`config.mk`:
```
export PLATFORM = sky130hd
export DESIGN_NAME = move_to_front_id_list_with_counters_unit
export DESIGN_NICKNAME = d
export VERILOG_FILES = /design/src/sv/mtfl_pkg.sv /design/src/sv/move_to_front_id_list_with_counters_unit.sv /design/src/sv/mtfl_list.sv
export SDC_FILE = /design/constraint.sdc
export NUM_CORES = 1
export LEC_CHECK = 0
export BUFFER_PORTS_ARGS = -buffer_cell sky130_fd_sc_hd__buf_2
export CAP_MARGIN = 40
export CORE_UTILIZATION = 60
export DETAILED_ROUTE_END_ITERATION = 10
export GPL_TIMING_DRIVEN = 0
export PLACE_DENSITY_LB_ADDON = 0.3
export REMOVE_ABC_BUFFERS = 1
export SLEW_MARGIN = 5
export SYNTH_ARGS = -nofsm -noshare
export SYNTH_HDL_FRONTEND = slang
export SYNTH_HIERARCHICAL = 1
export SYNTH_SLANG_ARGS = --single-unit
```
`constraint.sdc`:
```
create_clock -name clk -period 8.3 [get_ports clk]
set_clock_uncertainty 0.1 [all_clocks]
set_input_delay 0.83 -clock clk [delete_from_list [all_inputs] [get_ports clk]]
set_output_delay 0.83 -clock clk [all_outputs]
set_load 0.005 [all_outputs]
```
`src/sv/mtfl_pkg.sv`:
```
`default_nettype none
// ----------------------------------------------------------------------------
// mtfl_pkg
// shared types and constants of the move-to-front id list unit
// ----------------------------------------------------------------------------
package mtfl_pkg;

	localparam int ID_W  = 32;
	localparam int CNT_W = 10;

	localparam logic [CNT_W-1:0] COUNT_MAX = CNT_W'(999);

	// event kinds carried on the input side
	localparam logic [1:0] KIND_WIN   = 2'd0;
	localparam logic [1:0] KIND_LOSS  = 2'd1;
	localparam logic [1:0] KIND_TRADE = 2'd2;
	localparam logic [1:0] KIND_BAD   = 2'd3;

	// card type that lets the counters advance
	localparam logic [1:0] COUNTING_KIND = 2'd2;

	// register indexes on the config port
	localparam logic REG_RECORD = 1'b0;
	localparam logic REG_CARD   = 1'b1;

	typedef enum logic [1:0] {
		ST_IDLE,
		ST_SCAN,
		ST_UPDATE
	} mtfl_state_t;

	// list update request from the sequencer to a list
	typedef struct packed {
		logic            en;
		logic [ID_W-1:0] id;
	} mtfl_upd_t;

endpackage
`default_nettype wire

```
`src/sv/move_to_front_id_list_with_counters_unit.sv`:
```
`default_nettype none
// ----------------------------------------------------------------------------
// move_to_front_id_list_with_counters_unit
// two move-to-front recency lists of partner ids with saturating counters
// ----------------------------------------------------------------------------
//
//  channel  | dir | beat contents
//  ---------+-----+-----------------------------------------------------------
//  s_*      | in  | tuser: event_kind; tdata: sender_id
//  m_*      | out | tdata: was_new, bad_event, win_total, loss_total, trade_total
//  apb      | in  | reg 0 recording_enabled (addr 0), reg 1 card_kind (addr 4)
//
//  an event passes from acceptance through the search walk and the update
//  step into the output register, and holds the sequencer for the whole beat:
//  one compare per cycle walks the selected list, the single 32-bit
//  comparator being the unit shared by every search step
//  an event that is not recorded (recording off or invalid kind) skips the walk
//  s_tready is high only while the sequencer is idle
//  the result sits in an output register; a stalled m_tready holds the
//  sequencer in its update step until the register drains
//  reset clears both lists to id 0 and all counters to zero
//
// ----------------------------------------------------------------------------
module move_to_front_id_list_with_counters_unit import mtfl_pkg::*; #(
	parameter int LIST_DEPTH = 5
) (
	input  wire logic        clk,
	input  wire logic        arst_n,
	// event input
	input  wire logic        s_tvalid,
	output logic             s_tready,
	input  wire logic [31:0] s_tdata,   // [31:0] sender_id
	input  wire logic [1:0]  s_tuser,   // [1:0] event_kind
	// result output
	output logic             m_tvalid,
	input  wire logic        m_tready,
	output logic      [31:0] m_tdata,   // [0] was_new, [1] bad_event, [11:2] win_total,
	                                    // [21:12] loss_total, [31:22] trade_total
	// config port
	input  wire logic        psel,
	input  wire logic        penable,
	input  wire logic        pwrite,
	input  wire logic [2:0]  paddr,
	input  wire logic [31:0] pwdata,
	output logic      [31:0] prdata,
	output logic             pready
);

	localparam int IDX_W = (LIST_DEPTH > 1) ? $clog2(LIST_DEPTH) : 1;
	localparam logic [IDX_W-1:0] LAST_IDX = IDX_W'(LIST_DEPTH - 1);

	// ------------------------------------------------------------------
	// config registers
	// ------------------------------------------------------------------
	logic       record_q;
	logic [1:0] card_q;
	logic       cfg_wr;

	assign pready = 1'b1;
	assign cfg_wr = psel && penable && pwrite && pready;

	// byte offset within a word is ignored, bit 2 selects the register
	always_ff @(posedge clk or negedge arst_n) begin
		if (!arst_n) begin
			record_q <= 1'b0;
			card_q   <= 2'd0;
		end else if (cfg_wr) begin
			unique case (paddr[2])
				REG_RECORD: record_q <= pwdata[0];
				REG_CARD:   card_q   <= pwdata[1:0];
				default:    ;
			endcase
		end
	end

	always_comb begin
		unique case (paddr[2])
			REG_RECORD: prdata = {31'd0, record_q};
			REG_CARD:   prdata = {30'd0, card_q};
			default:    prdata = '0;
		endcase
	end

	// ------------------------------------------------------------------
	// event registers and sequencer state
	// ------------------------------------------------------------------
	mtfl_state_t      state_q, state_nxt;
	logic [1:0]       kind_q;
	logic [ID_W-1:0]  id_q;
	logic             act_q;     // event is recorded into a list
	logic             bad_q;     // recording on but invalid kind
	logic [IDX_W-1:0] idx_q;     // search position
	logic [IDX_W-1:0] pos_q;     // hit position, or last entry on a miss
	logic             miss_q;

	logic             s_acc;
	logic             m_free;
	logic             in_act;
	logic             hit;
	logic             scan_end;
	logic             upd_go;

	logic [ID_W-1:0]  battle_rd;
	logic [ID_W-1:0]  trade_rd;
	logic [ID_W-1:0]  sel_rd;
	mtfl_upd_t        battle_upd;
	mtfl_upd_t        trade_upd;

	logic [CNT_W-1:0] win_q, loss_q, trade_q;
	logic [CNT_W-1:0] win_nxt, loss_nxt, trade_nxt;
	logic             bump;

	logic             m_tvalid_q;
	logic [31:0]      m_tdata_q;

	function automatic logic [CNT_W-1:0] sat_inc(input logic [CNT_W-1:0] c);
		sat_inc = (c < COUNT_MAX) ? c + CNT_W'(1) : COUNT_MAX;
	endfunction

	assign s_acc    = s_tvalid && s_tready;
	assign m_free   = !m_tvalid_q || m_tready;
	assign in_act   = record_q && (s_tuser != KIND_BAD);

	// the one shared comparator: selected list entry against the event id
	assign sel_rd   = (kind_q == KIND_TRADE) ? trade_rd : battle_rd;
	assign hit      = (sel_rd == id_q);
	assign scan_end = hit || (idx_q == LAST_IDX);
	assign upd_go   = (state_q == ST_UPDATE) && m_free;

	// next state
	always_comb begin
		state_nxt = state_q;
		unique case (state_q)
			ST_IDLE: begin
				if (s_acc) begin
					state_nxt = in_act ? ST_SCAN : ST_UPDATE;
				end
			end
			ST_SCAN: begin
				if (scan_end) begin
					state_nxt = ST_UPDATE;
				end
			end
			ST_UPDATE: begin
				if (m_free) begin
					state_nxt = ST_IDLE;
				end
			end
			default: state_nxt = ST_IDLE;
		endcase
	end

	// outputs of the sequencer
	always_comb begin
		s_tready = 1'b0;
		unique case (state_q)
			ST_IDLE:   s_tready = 1'b1;
			ST_SCAN:   s_tready = 1'b0;
			ST_UPDATE: s_tready = 1'b0;
			default:   s_tready = 1'b0;
		endcase
	end

	always_ff @(posedge clk or negedge arst_n) begin
		if (!arst_n) begin
			state_q <= ST_IDLE;
		end else begin
			state_q <= state_nxt;
		end
	end

	// event capture and search walk
	always_ff @(posedge clk) begin
		if (s_acc) begin
			kind_q <= s_tuser;
			id_q   <= s_tdata;
			act_q  <= in_act;
			bad_q  <= record_q && (s_tuser == KIND_BAD);
			idx_q  <= '0;
			miss_q <= 1'b0;
			pos_q  <= '0;
		end else if (state_q == ST_SCAN) begin
			pos_q  <= idx_q;
			miss_q <= !hit;
			if (!scan_end) begin
				idx_q <= idx_q + IDX_W'(1);
			end
		end
	end

	// ------------------------------------------------------------------
	// lists
	// ------------------------------------------------------------------
	assign battle_upd.en = upd_go && act_q && (kind_q != KIND_TRADE);
	assign battle_upd.id = id_q;
	assign trade_upd.en  = upd_go && act_q && (kind_q == KIND_TRADE);
	assign trade_upd.id  = id_q;

	mtfl_list #(
		.LIST_DEPTH (LIST_DEPTH)
	) u_battle (
		.clk     (clk),
		.arst_n  (arst_n),
		.rd_idx  (idx_q),
		.rd_data (battle_rd),
		.upd     (battle_upd),
		.upd_pos (pos_q)
	);

	mtfl_list #(
		.LIST_DEPTH (LIST_DEPTH)
	) u_trade (
		.clk     (clk),
		.arst_n  (arst_n),
		.rd_idx  (idx_q),
		.rd_data (trade_rd),
		.upd     (trade_upd),
		.upd_pos (pos_q)
	);

	// ------------------------------------------------------------------
	// counters: new partner with the counting card type
	// ------------------------------------------------------------------
	assign bump = act_q && miss_q && (card_q == COUNTING_KIND);

	always_comb begin
		win_nxt   = win_q;
		loss_nxt  = loss_q;
		trade_nxt = trade_q;
		if (bump) begin
			unique case (kind_q)
				KIND_WIN:   win_nxt   = sat_inc(win_q);
				KIND_LOSS:  loss_nxt  = sat_inc(loss_q);
				KIND_TRADE: trade_nxt = sat_inc(trade_q);
				default:    ;
			endcase
		end
	end

	always_ff @(posedge clk or negedge arst_n) begin
		if (!arst_n) begin
			win_q   <= '0;
			loss_q  <= '0;
			trade_q <= '0;
		end else if (upd_go) begin
			win_q   <= win_nxt;
			loss_q  <= loss_nxt;
			trade_q <= trade_nxt;
		end
	end

	// ------------------------------------------------------------------
	// output register
	// ------------------------------------------------------------------
	always_ff @(posedge clk or negedge arst_n) begin
		if (!arst_n) begin
			m_tvalid_q <= 1'b0;
		end else if (upd_go) begin
			m_tvalid_q <= 1'b1;
		end else if (m_tready) begin
			m_tvalid_q <= 1'b0;
		end
	end

	always_ff @(posedge clk) begin
		if (upd_go) begin
			m_tdata_q <= {trade_nxt, loss_nxt, win_nxt, bad_q, act_q && miss_q};
		end
	end

	assign m_tvalid = m_tvalid_q;
	assign m_tdata  = m_tdata_q;

	// ------------------------------------------------------------------
	// assertions
	// ------------------------------------------------------------------
	a_cnt_range: assert property (@(posedge clk) disable iff (!arst_n)
		(win_q <= COUNT_MAX) && (loss_q <= COUNT_MAX) && (trade_q <= COUNT_MAX))
		else $error("counter above saturation limit");

	a_cnt_only_upd: assert property (@(posedge clk) disable iff (!arst_n)
		(state_q != ST_UPDATE) |=> ($stable(win_q) && $stable(loss_q) && $stable(trade_q)))
		else $error("counter changed outside update step");

	a_new_bad_excl: assert property (@(posedge clk) disable iff (!arst_n)
		m_tvalid_q |-> !(m_tdata_q[0] && m_tdata_q[1]))
		else $error("result flagged both new and bad");

	a_scan_recorded: assert property (@(posedge clk) disable iff (!arst_n)
		(state_q == ST_SCAN) |-> (act_q && (idx_q <= LAST_IDX)))
		else $error("search walk on unrecorded event or past list end");

	a_upd_slot_free: assert property (@(posedge clk) disable iff (!arst_n)
		(m_tvalid_q && !m_tready && (state_q == ST_UPDATE)) |=> (state_q == ST_UPDATE))
		else $error("update left while output register still full");

endmodule
`default_nettype wire

```
`src/sv/mtfl_list.sv`:
```
`default_nettype none
// ----------------------------------------------------------------------------
// mtfl_list
// recency list of ids with one indexed read and a move-to-front update
// ----------------------------------------------------------------------------
module mtfl_list import mtfl_pkg::*; #(
	parameter int LIST_DEPTH = 5,
	localparam int IDX_W = (LIST_DEPTH > 1) ? $clog2(LIST_DEPTH) : 1
) (
	input  wire logic             clk,
	input  wire logic             arst_n,
	input  wire logic [IDX_W-1:0] rd_idx,
	output logic      [ID_W-1:0]  rd_data,
	input  wire mtfl_upd_t        upd,
	input  wire logic [IDX_W-1:0] upd_pos
);

	logic [ID_W-1:0] ids_q [LIST_DEPTH];

	assign rd_data = ids_q[rd_idx];

	// entries up to the hit position move back one place, the id goes in front
	always_ff @(posedge clk or negedge arst_n) begin
		if (!arst_n) begin
			for (int k = 0; k < LIST_DEPTH; k++) begin
				ids_q[k] <= '0;
			end
		end else if (upd.en) begin
			ids_q[0] <= upd.id;
			for (int k = 1; k < LIST_DEPTH; k++) begin
				if (IDX_W'(k) <= upd_pos) begin
					ids_q[k] <= ids_q[k-1];
				end
			end
		end
	end

endmodule
`default_nettype wire
```
==> summary.txt, run 1 <==
Setup violations, final: 0
final core occ: 69.1%
final worst slack: 3.45 ns
Lkg Pwr: 10.4 nW
Avg Inst Size Synth: 13.6 um^2
post-synth cell types: 71
Hold Fails Final Rpt: 0
H-tree depth: 2
Seq. cell area: 11100 um^2
VDD IR max: 0.210 mV
Slew Viols, Final: 0
arrival time worst endpoint: 5.18 ns
worst r2r src: idx_q[2]
fin cells: 2043
TritonCTS clock tree: yes
DP HPWL: 28200 um
RSZ-0062 raised after global routing: no
worst endpoint required time: 8.63 ns
type of the worst min-delay path: primary input to asynchronous set/reset pin
sequential power share: 42.4%
Synth Instances: 1491
vias in the first global route: 12500
Crit Path Class: register to register
Via density: 6.02
TritonCTS Buffers: 44
dpl cells: 1961
Slew HR: 38.0%
die width: 186 um
r2r setup slk: 3.45 ns
status: completed
max_cap viols: 0
clock buffer depth: 3
NumNets Final: 1646
Worst R2R Path Depth: 10
Worst-path clk slew: 0.06 ns
core area: 32900 um^2
#FFs+latches synth: 431
startpoint types: register
layout cells sized above 1: 36.9%
Residual DRC: 0
Post-Route WL: 44100 um
wire per inst: 21.6 um
ant diodes: 0
Post-CTS Setup Bufs: 0
CP endpoint: idx_q[1]
pwr/cell area: 300 nW/um^2
Die Y: 186 um
pre-CTS WS: 3.45 ns
largest net degree at the start of global routing: 98
Logic pwr share: 29.3%
Post-synth top flop: dfrtp_1
I/O pins: 143
post-synthesis cell area: 20300 um^2
Clock Latency Late Sink: 0.56 ns
fin crit share: 58.4%
sequential fraction of the synthesis area: 54.7%
Rows: 66
async set-reset flop share out of synthesis: 82.6%
count of hold-fix buffers inserted at cts: 0
drt initial violations: 812
Initial Utilization: 61.7%
multi-input logic area: 8520 um^2
routability cong.: 0.851
RR Endpoint: idx_q[1]
Fill cells: 2341
Max FO, Critical Path: 41
drt pass-1 iters: 5
ANT nets after route: 0
clk sinks: 431
worst slew pin tran: 0.929 ns
initial antenna violation count: 0
EDFF count, synth: 68
switching power: 2.15 mW
P&R area growth vs syn: 12.0%
sw frac: 31.5%
minimum clock period: 4.85 ns
first-pass GRT wire length: 69900 um
Internal Pwr Total: 4.67 mW
CTS root buf: clkbuf_16
YS warnings: 6
Worst setup startpoint: idx_q[2]
Design Power: 6.82 mW
power share of the clock group: 28.3%
remaining global-route overflow: 0
Vias: 12300
Achievable Freq: 206 MHz
Overall Global Routing Usage: 26.6%
die area: 34500 um^2
PortBufs: 79
post-CTS resize count: 0
CP endpoint kind: register
-- cells in the mapped netlist, types with 3 or more instances --
master | count | share of area (%)
dfrtp_1 | 356 | 44
mux2_2 | 338 | 19
nor2_1 | 87 | 1.6
nand2_1 | 69 | 1.3
edfxtp_1 | 68 | 10
mux2i_1 | 67 | 3.3
a221o_1 | 62 | 3.1
mux2_4 | 56 | 4.1
buf_4 | 49 | 1.8
inv_1 | 37 | 0.69
buf_2 | 35 | 0.86
xnor2_1 | 25 | 1.1
xor2_1 | 24 | 1.0
o21ai_0 | 23 | 0.57
nand2b_1 | 13 | 0.40
nand3_1 | 13 | 0.32
and3_1 | 11 | 0.34
clkbuf_1 | 11 | 0.20
nand4_1 | 11 | 0.34
buf_6 | 9 | 0.50
o22ai_1 | 8 | 0.25
a21oi_1 | 7 | 0.17
a31oi_1 | 7 | 0.22
dfxtp_1 | 7 | 0.69
o22a_1 | 7 | 0.30
and2_1 | 5 | 0.15
ha_1 | 5 | 0.31
mux2_1 | 5 | 0.28
o211ai_1 | 5 | 0.19
a211o_1 | 4 | 0.17
o2111ai_1 | 4 | 0.17
o221ai_1 | 4 | 0.17
a222oi_1 | 3 | 0.15
a22o_1 | 3 | 0.13
nor4_1 | 3 | 0.093
o31ai_1 | 3 | 0.11
-- how the worst min path moves through the flow --
| stage | end | slack, ns | depth (start not counted) |
|---|---|---|---|
| 5_1_grt | win_q[9] | 0.19 | 1 |
| 4_1_cts | win_q[9] | 0.16 | 1 |
| 2_1_floorplan | m_tdata[1] | 0.30 | 0 |
| 3_5_place_dp | m_tdata[1] | 0.31 | 0 |
| 6_report | win_q[9] | 0.14 | 1 |
| 3_3_place_gp | m_tdata[1] | 0.30 | 0 |
-- sequential cells by signal, indices dropped and copies added, names as in the netlist, 2 cells and up --
| name | count |
|---|---|
| card_q | 2 |
| loss_q | 10 |
| u_battle/ids_q | 160 |
| pos_q | 3 |
| trade_q | 10 |
| idx_q | 3 |
| win_q | 10 |
| kind_q | 2 |
| id_q | 32 |
| m_tdata | 32 |
| u_trade/ids_q | 160 |
| state_q | 2 |
-- stage by stage --
stage	TNS (ns)	area, um^2	hold WS, ns
final	0	22700	0.142
after global routing	0	22700	0.188
after CTS	0	22700	0.165
after detailed placement	0	21300	0.315
after global placement	-331.22	20600	0.305
after floorplan	0	19700	0.300
-- cell type report --
cell class	instances	area share [%]
Clock inverter	5	0.160
Timing Repair Buffer	106	4.26
Clock buffer	77	6.12
Tap cell	442	2.44
Multi-Input combinational cell	944	37.5
Sequential cell	431	48.9
Inverter	38	0.628
-- cell usage in the layout (no fill, tap or decap), types with 5 or more instances in the layout --
| master | count |
|---|---|
| dfrtp_1 | 356 |
| nand4_1 | 11 |
| o21ai_0 | 23 |
| buf_8 | 7 |
| o211ai_1 | 5 |
| and3_1 | 11 |
| clkbuf_1 | 20 |
| nand2_1 | 65 |
| dfxtp_1 | 5 |
| nand2b_1 | 11 |
| nand3_1 | 13 |
| o22a_1 | 7 |
| inv_1 | 36 |
| a21oi_1 | 7 |
| o22ai_1 | 8 |
| buf_12 | 9 |
| a31oi_1 | 7 |
| clkbuf_16 | 47 |
| xnor2_1 | 25 |
| buf_2 | 79 |
| xor2_1 | 24 |
| clkbuf_8 | 10 |
| mux2i_1 | 67 |
| ha_1 | 5 |
| nor2_1 | 83 |
| and2_1 | 5 |
| conb_1 | 31 |
| a221o_1 | 62 |
| mux2_4 | 56 |
| buf_16 | 10 |
| edfxtp_1 | 68 |
| mux2_2 | 338 |
| mux2_1 | 5 |
-- worst max-delay path, stage by stage (launching register included) --
cell and delay [ns]:
dfxtp_4 0.79, buf_16 0.39, nand2b_2 0.81, nor2_1 0.12, a221o_1 0.30, xnor2_1 0.22, nand4_1 0.21, a2111oi_0 0.65
o2111ai_1 0.39, o211ai_2 0.37, mux2_1 0.35
-- routing by layer --
metal | GRT usage (%) | wire [um]
met1 | 36.3 | 19300
met2 | 43.7 | 21300
met3 | 3.72 | 2190
met4 | 9.05 | 1300
met5 | 0 | 0
-- logic make-up after synthesis --
family	share of synthesized area, %
buffers and inverters	4.20
multiplexers	26.5
AND/OR/NAND/NOR	5.28
adder cells (fa/ha/maj)	0.309
other	0.0371
flip-flops	54.7
AO/OA/AOI/OAI	6.83
XOR/XNOR	2.12
-- power groups by stage --
stage                     clock network, mW  registers, mW  logic [mW]
after floorplan                           0           2.84        1.34
after global placement                    0           2.97        1.77
after detailed placement                  0           2.92        1.96
after CTS                              1.97           2.89        1.99
after global routing                   2.06           2.93        2.12
final                                  1.93           2.89        2.00
No activity file was read; power rests on OpenSTA's default activity.
==> inputs of run 2 (changes only) <==
- clock period: 8.3 -> 5 ns (I/O delays scaled with it)
==> summary.txt, run 2 (synthesis gave the netlist of run 1 again) <==
Hold Crit Endpoint: id_q[24]
r2r setup slk: 0.42 ns
CP endpoint kind: register
Via density: 6.02
Vias: 12400
NumNets Final: 1656
worst slew pin tran: 0.917 ns
RR Endpoint: idx_q[1]
Seq. cell area: 11100 um^2
die area: 34500 um^2
P&R area growth vs syn: 12.5%
Overall Global Routing Usage: 26.7%
Buf/Inv on CP: 1
Initial Utilization: 61.7%
status: completed
layout cells sized above 1: 36.6%
Achievable Freq: 218 MHz
Worst R2R Path Depth: 10
biggest regs: u_battle/ids_q: 160 flops, u_trade/ids_q: 160 flops
most common cell after layout, fill and taps aside: dfrtp_1
CP cell instances: buf_16 -> nand2b_4 -> nor2_1 -> a221o_1 -> xnor2_1 -> nand4_1 -> a2111oi_0 -> o2111ai_1 -> o211ai_2 -> mux2_1
Setup violations, final: 0
Post-Route WL: 44400 um
I/O pins: 143
first-pass GRT wire length: 70400 um
Hold Fails Final Rpt: 0
arrival time worst endpoint: 4.91 ns
dpl cells: 1961
PortBufs: 79
drt pass-1 iters: 5
minimum clock period: 4.58 ns
clock buffer depth: 3
fin crit share: 91.6%
ANT nets after route: 0
Post-CTS Setup Bufs: 0
max_cap viols: 0
initial antenna violation count: 0
worst r2r src: idx_q[2]
core area: 32900 um^2
ant diodes: 0
Slew Viols, Final: 0
CP top delay family: compound AO/OA/AOI/OAI gates
CTS root buf: clkbuf_16
Lkg Pwr: 10.4 nW
Residual DRC: 0
pwr/cell area: 497 nW/um^2
Max FO, Critical Path: 41
worst endpoint required time: 5.33 ns
commonest cells after routing, fill and taps aside: 356 x dfrtp_1, 338 x mux2_2, 83 x nor2_1
Worst-path clk slew: 0.06 ns
largest net degree at the start of global routing: 98
Rows: 66
slowest stage delay, CP: 0.79 ns
Clock Latency Late Sink: 0.56 ns
clk sinks: 431
multi-input logic area: 8520 um^2
Crit Path Class: register to register
type of the worst min-delay path: primary input to register
remaining global-route overflow: 0
post-route cell area: 22800 um^2
fin cells: 2053
Die Y: 186 um
Crit-path slowest cell: dfxtp_4
Hold Startpoint: s_tdata[24]
wire per inst: 21.6 um
drt initial violations: 827
VDD IR max: 0.349 mV
DP HPWL: 28200 um
TritonCTS clock tree: yes
routability cong.: 0.851
WHS Path Cells: 1
vias in the first global route: 12600
startpoint types: register
Slew HR: 38.8%
placed cell area: 21300 um^2
die width: 186 um
TritonCTS Buffers: 44
H-tree depth: 2
RSZ-0062 raised after global routing: no
final core occ: 69.4%
Fill cells: 2321
==> run 2: changes by cell type in the layout (fill, tap and decap cells not counted), sizes merged <==
cell,change
dlygate4sd3,+10
==> run 2: repair_timing <==
item / CTS / global route
hold buffers: 10 / 0
endpoints found under the hold margin: 83 / 0
setup endpoints to repair: 0 / 1
resized for setup: 0 / 1
==> run 2: layout make-up <==
type / instances / share of cell area (%)
inverter: 38 / 0.625
multi-input combinational: 944 / 37.4
clock inverter: 5 / 0.159
clock buffer: 77 / 6.09
sequential: 431 / 48.7
timing repair buffer: 116 / 4.68
tap: 442 / 2.42
==> run 2: power breakdown <==
part	switching, mW	internal [mW]	leakage [nW]
registers	0.586	4.21	5.41
clock network	1.33	1.88	0.697
logic	1.65	1.67	4.30
==> run 2: per-layer routing <==
| metal | GRT usage (%) | vias to the layer above | part of all wire [%] |
|---|---|---|---|
| li1 | - | 5573 | - |
| met1 | 36.4 | 6318 | 44 |
| met2 | 44.4 | 399 | 49 |
| met3 | 3.72 | 62 | 5.2 |
| met4 | 8.72 | 0 | 2.7 |
| met5 | 0 | - | 0 |
==> run 2: worst max path at each step <==
stage | startpoint | end | cells past startpoint
final | idx_q[2] | idx_q[1] | 10
after global routing | idx_q[2] | idx_q[1] | 10
after CTS | idx_q[2] | idx_q[1] | 10
after detailed placement | idx_q[2] | idx_q[1] | 10
after global placement | idx_q[0] | idx_q[1] | 8
after floorplan | idx_q[0] | idx_q[1] | 9
==> run 2: stage by stage <==
stage	setup TNS, ns	hold WS, ns	setup WS, ns	total power, mW
after floorplan	-63.24	0.104	-0.940	6.93
after global placement	-2188.26	0.305	-4.97	7.88
after detailed placement	0	0.315	0.149	8.10
after CTS	0	0.000155	0.126	11.4
after global routing	0	0.00158	0.284	11.8
final	0	0.0117	0.419	11.3
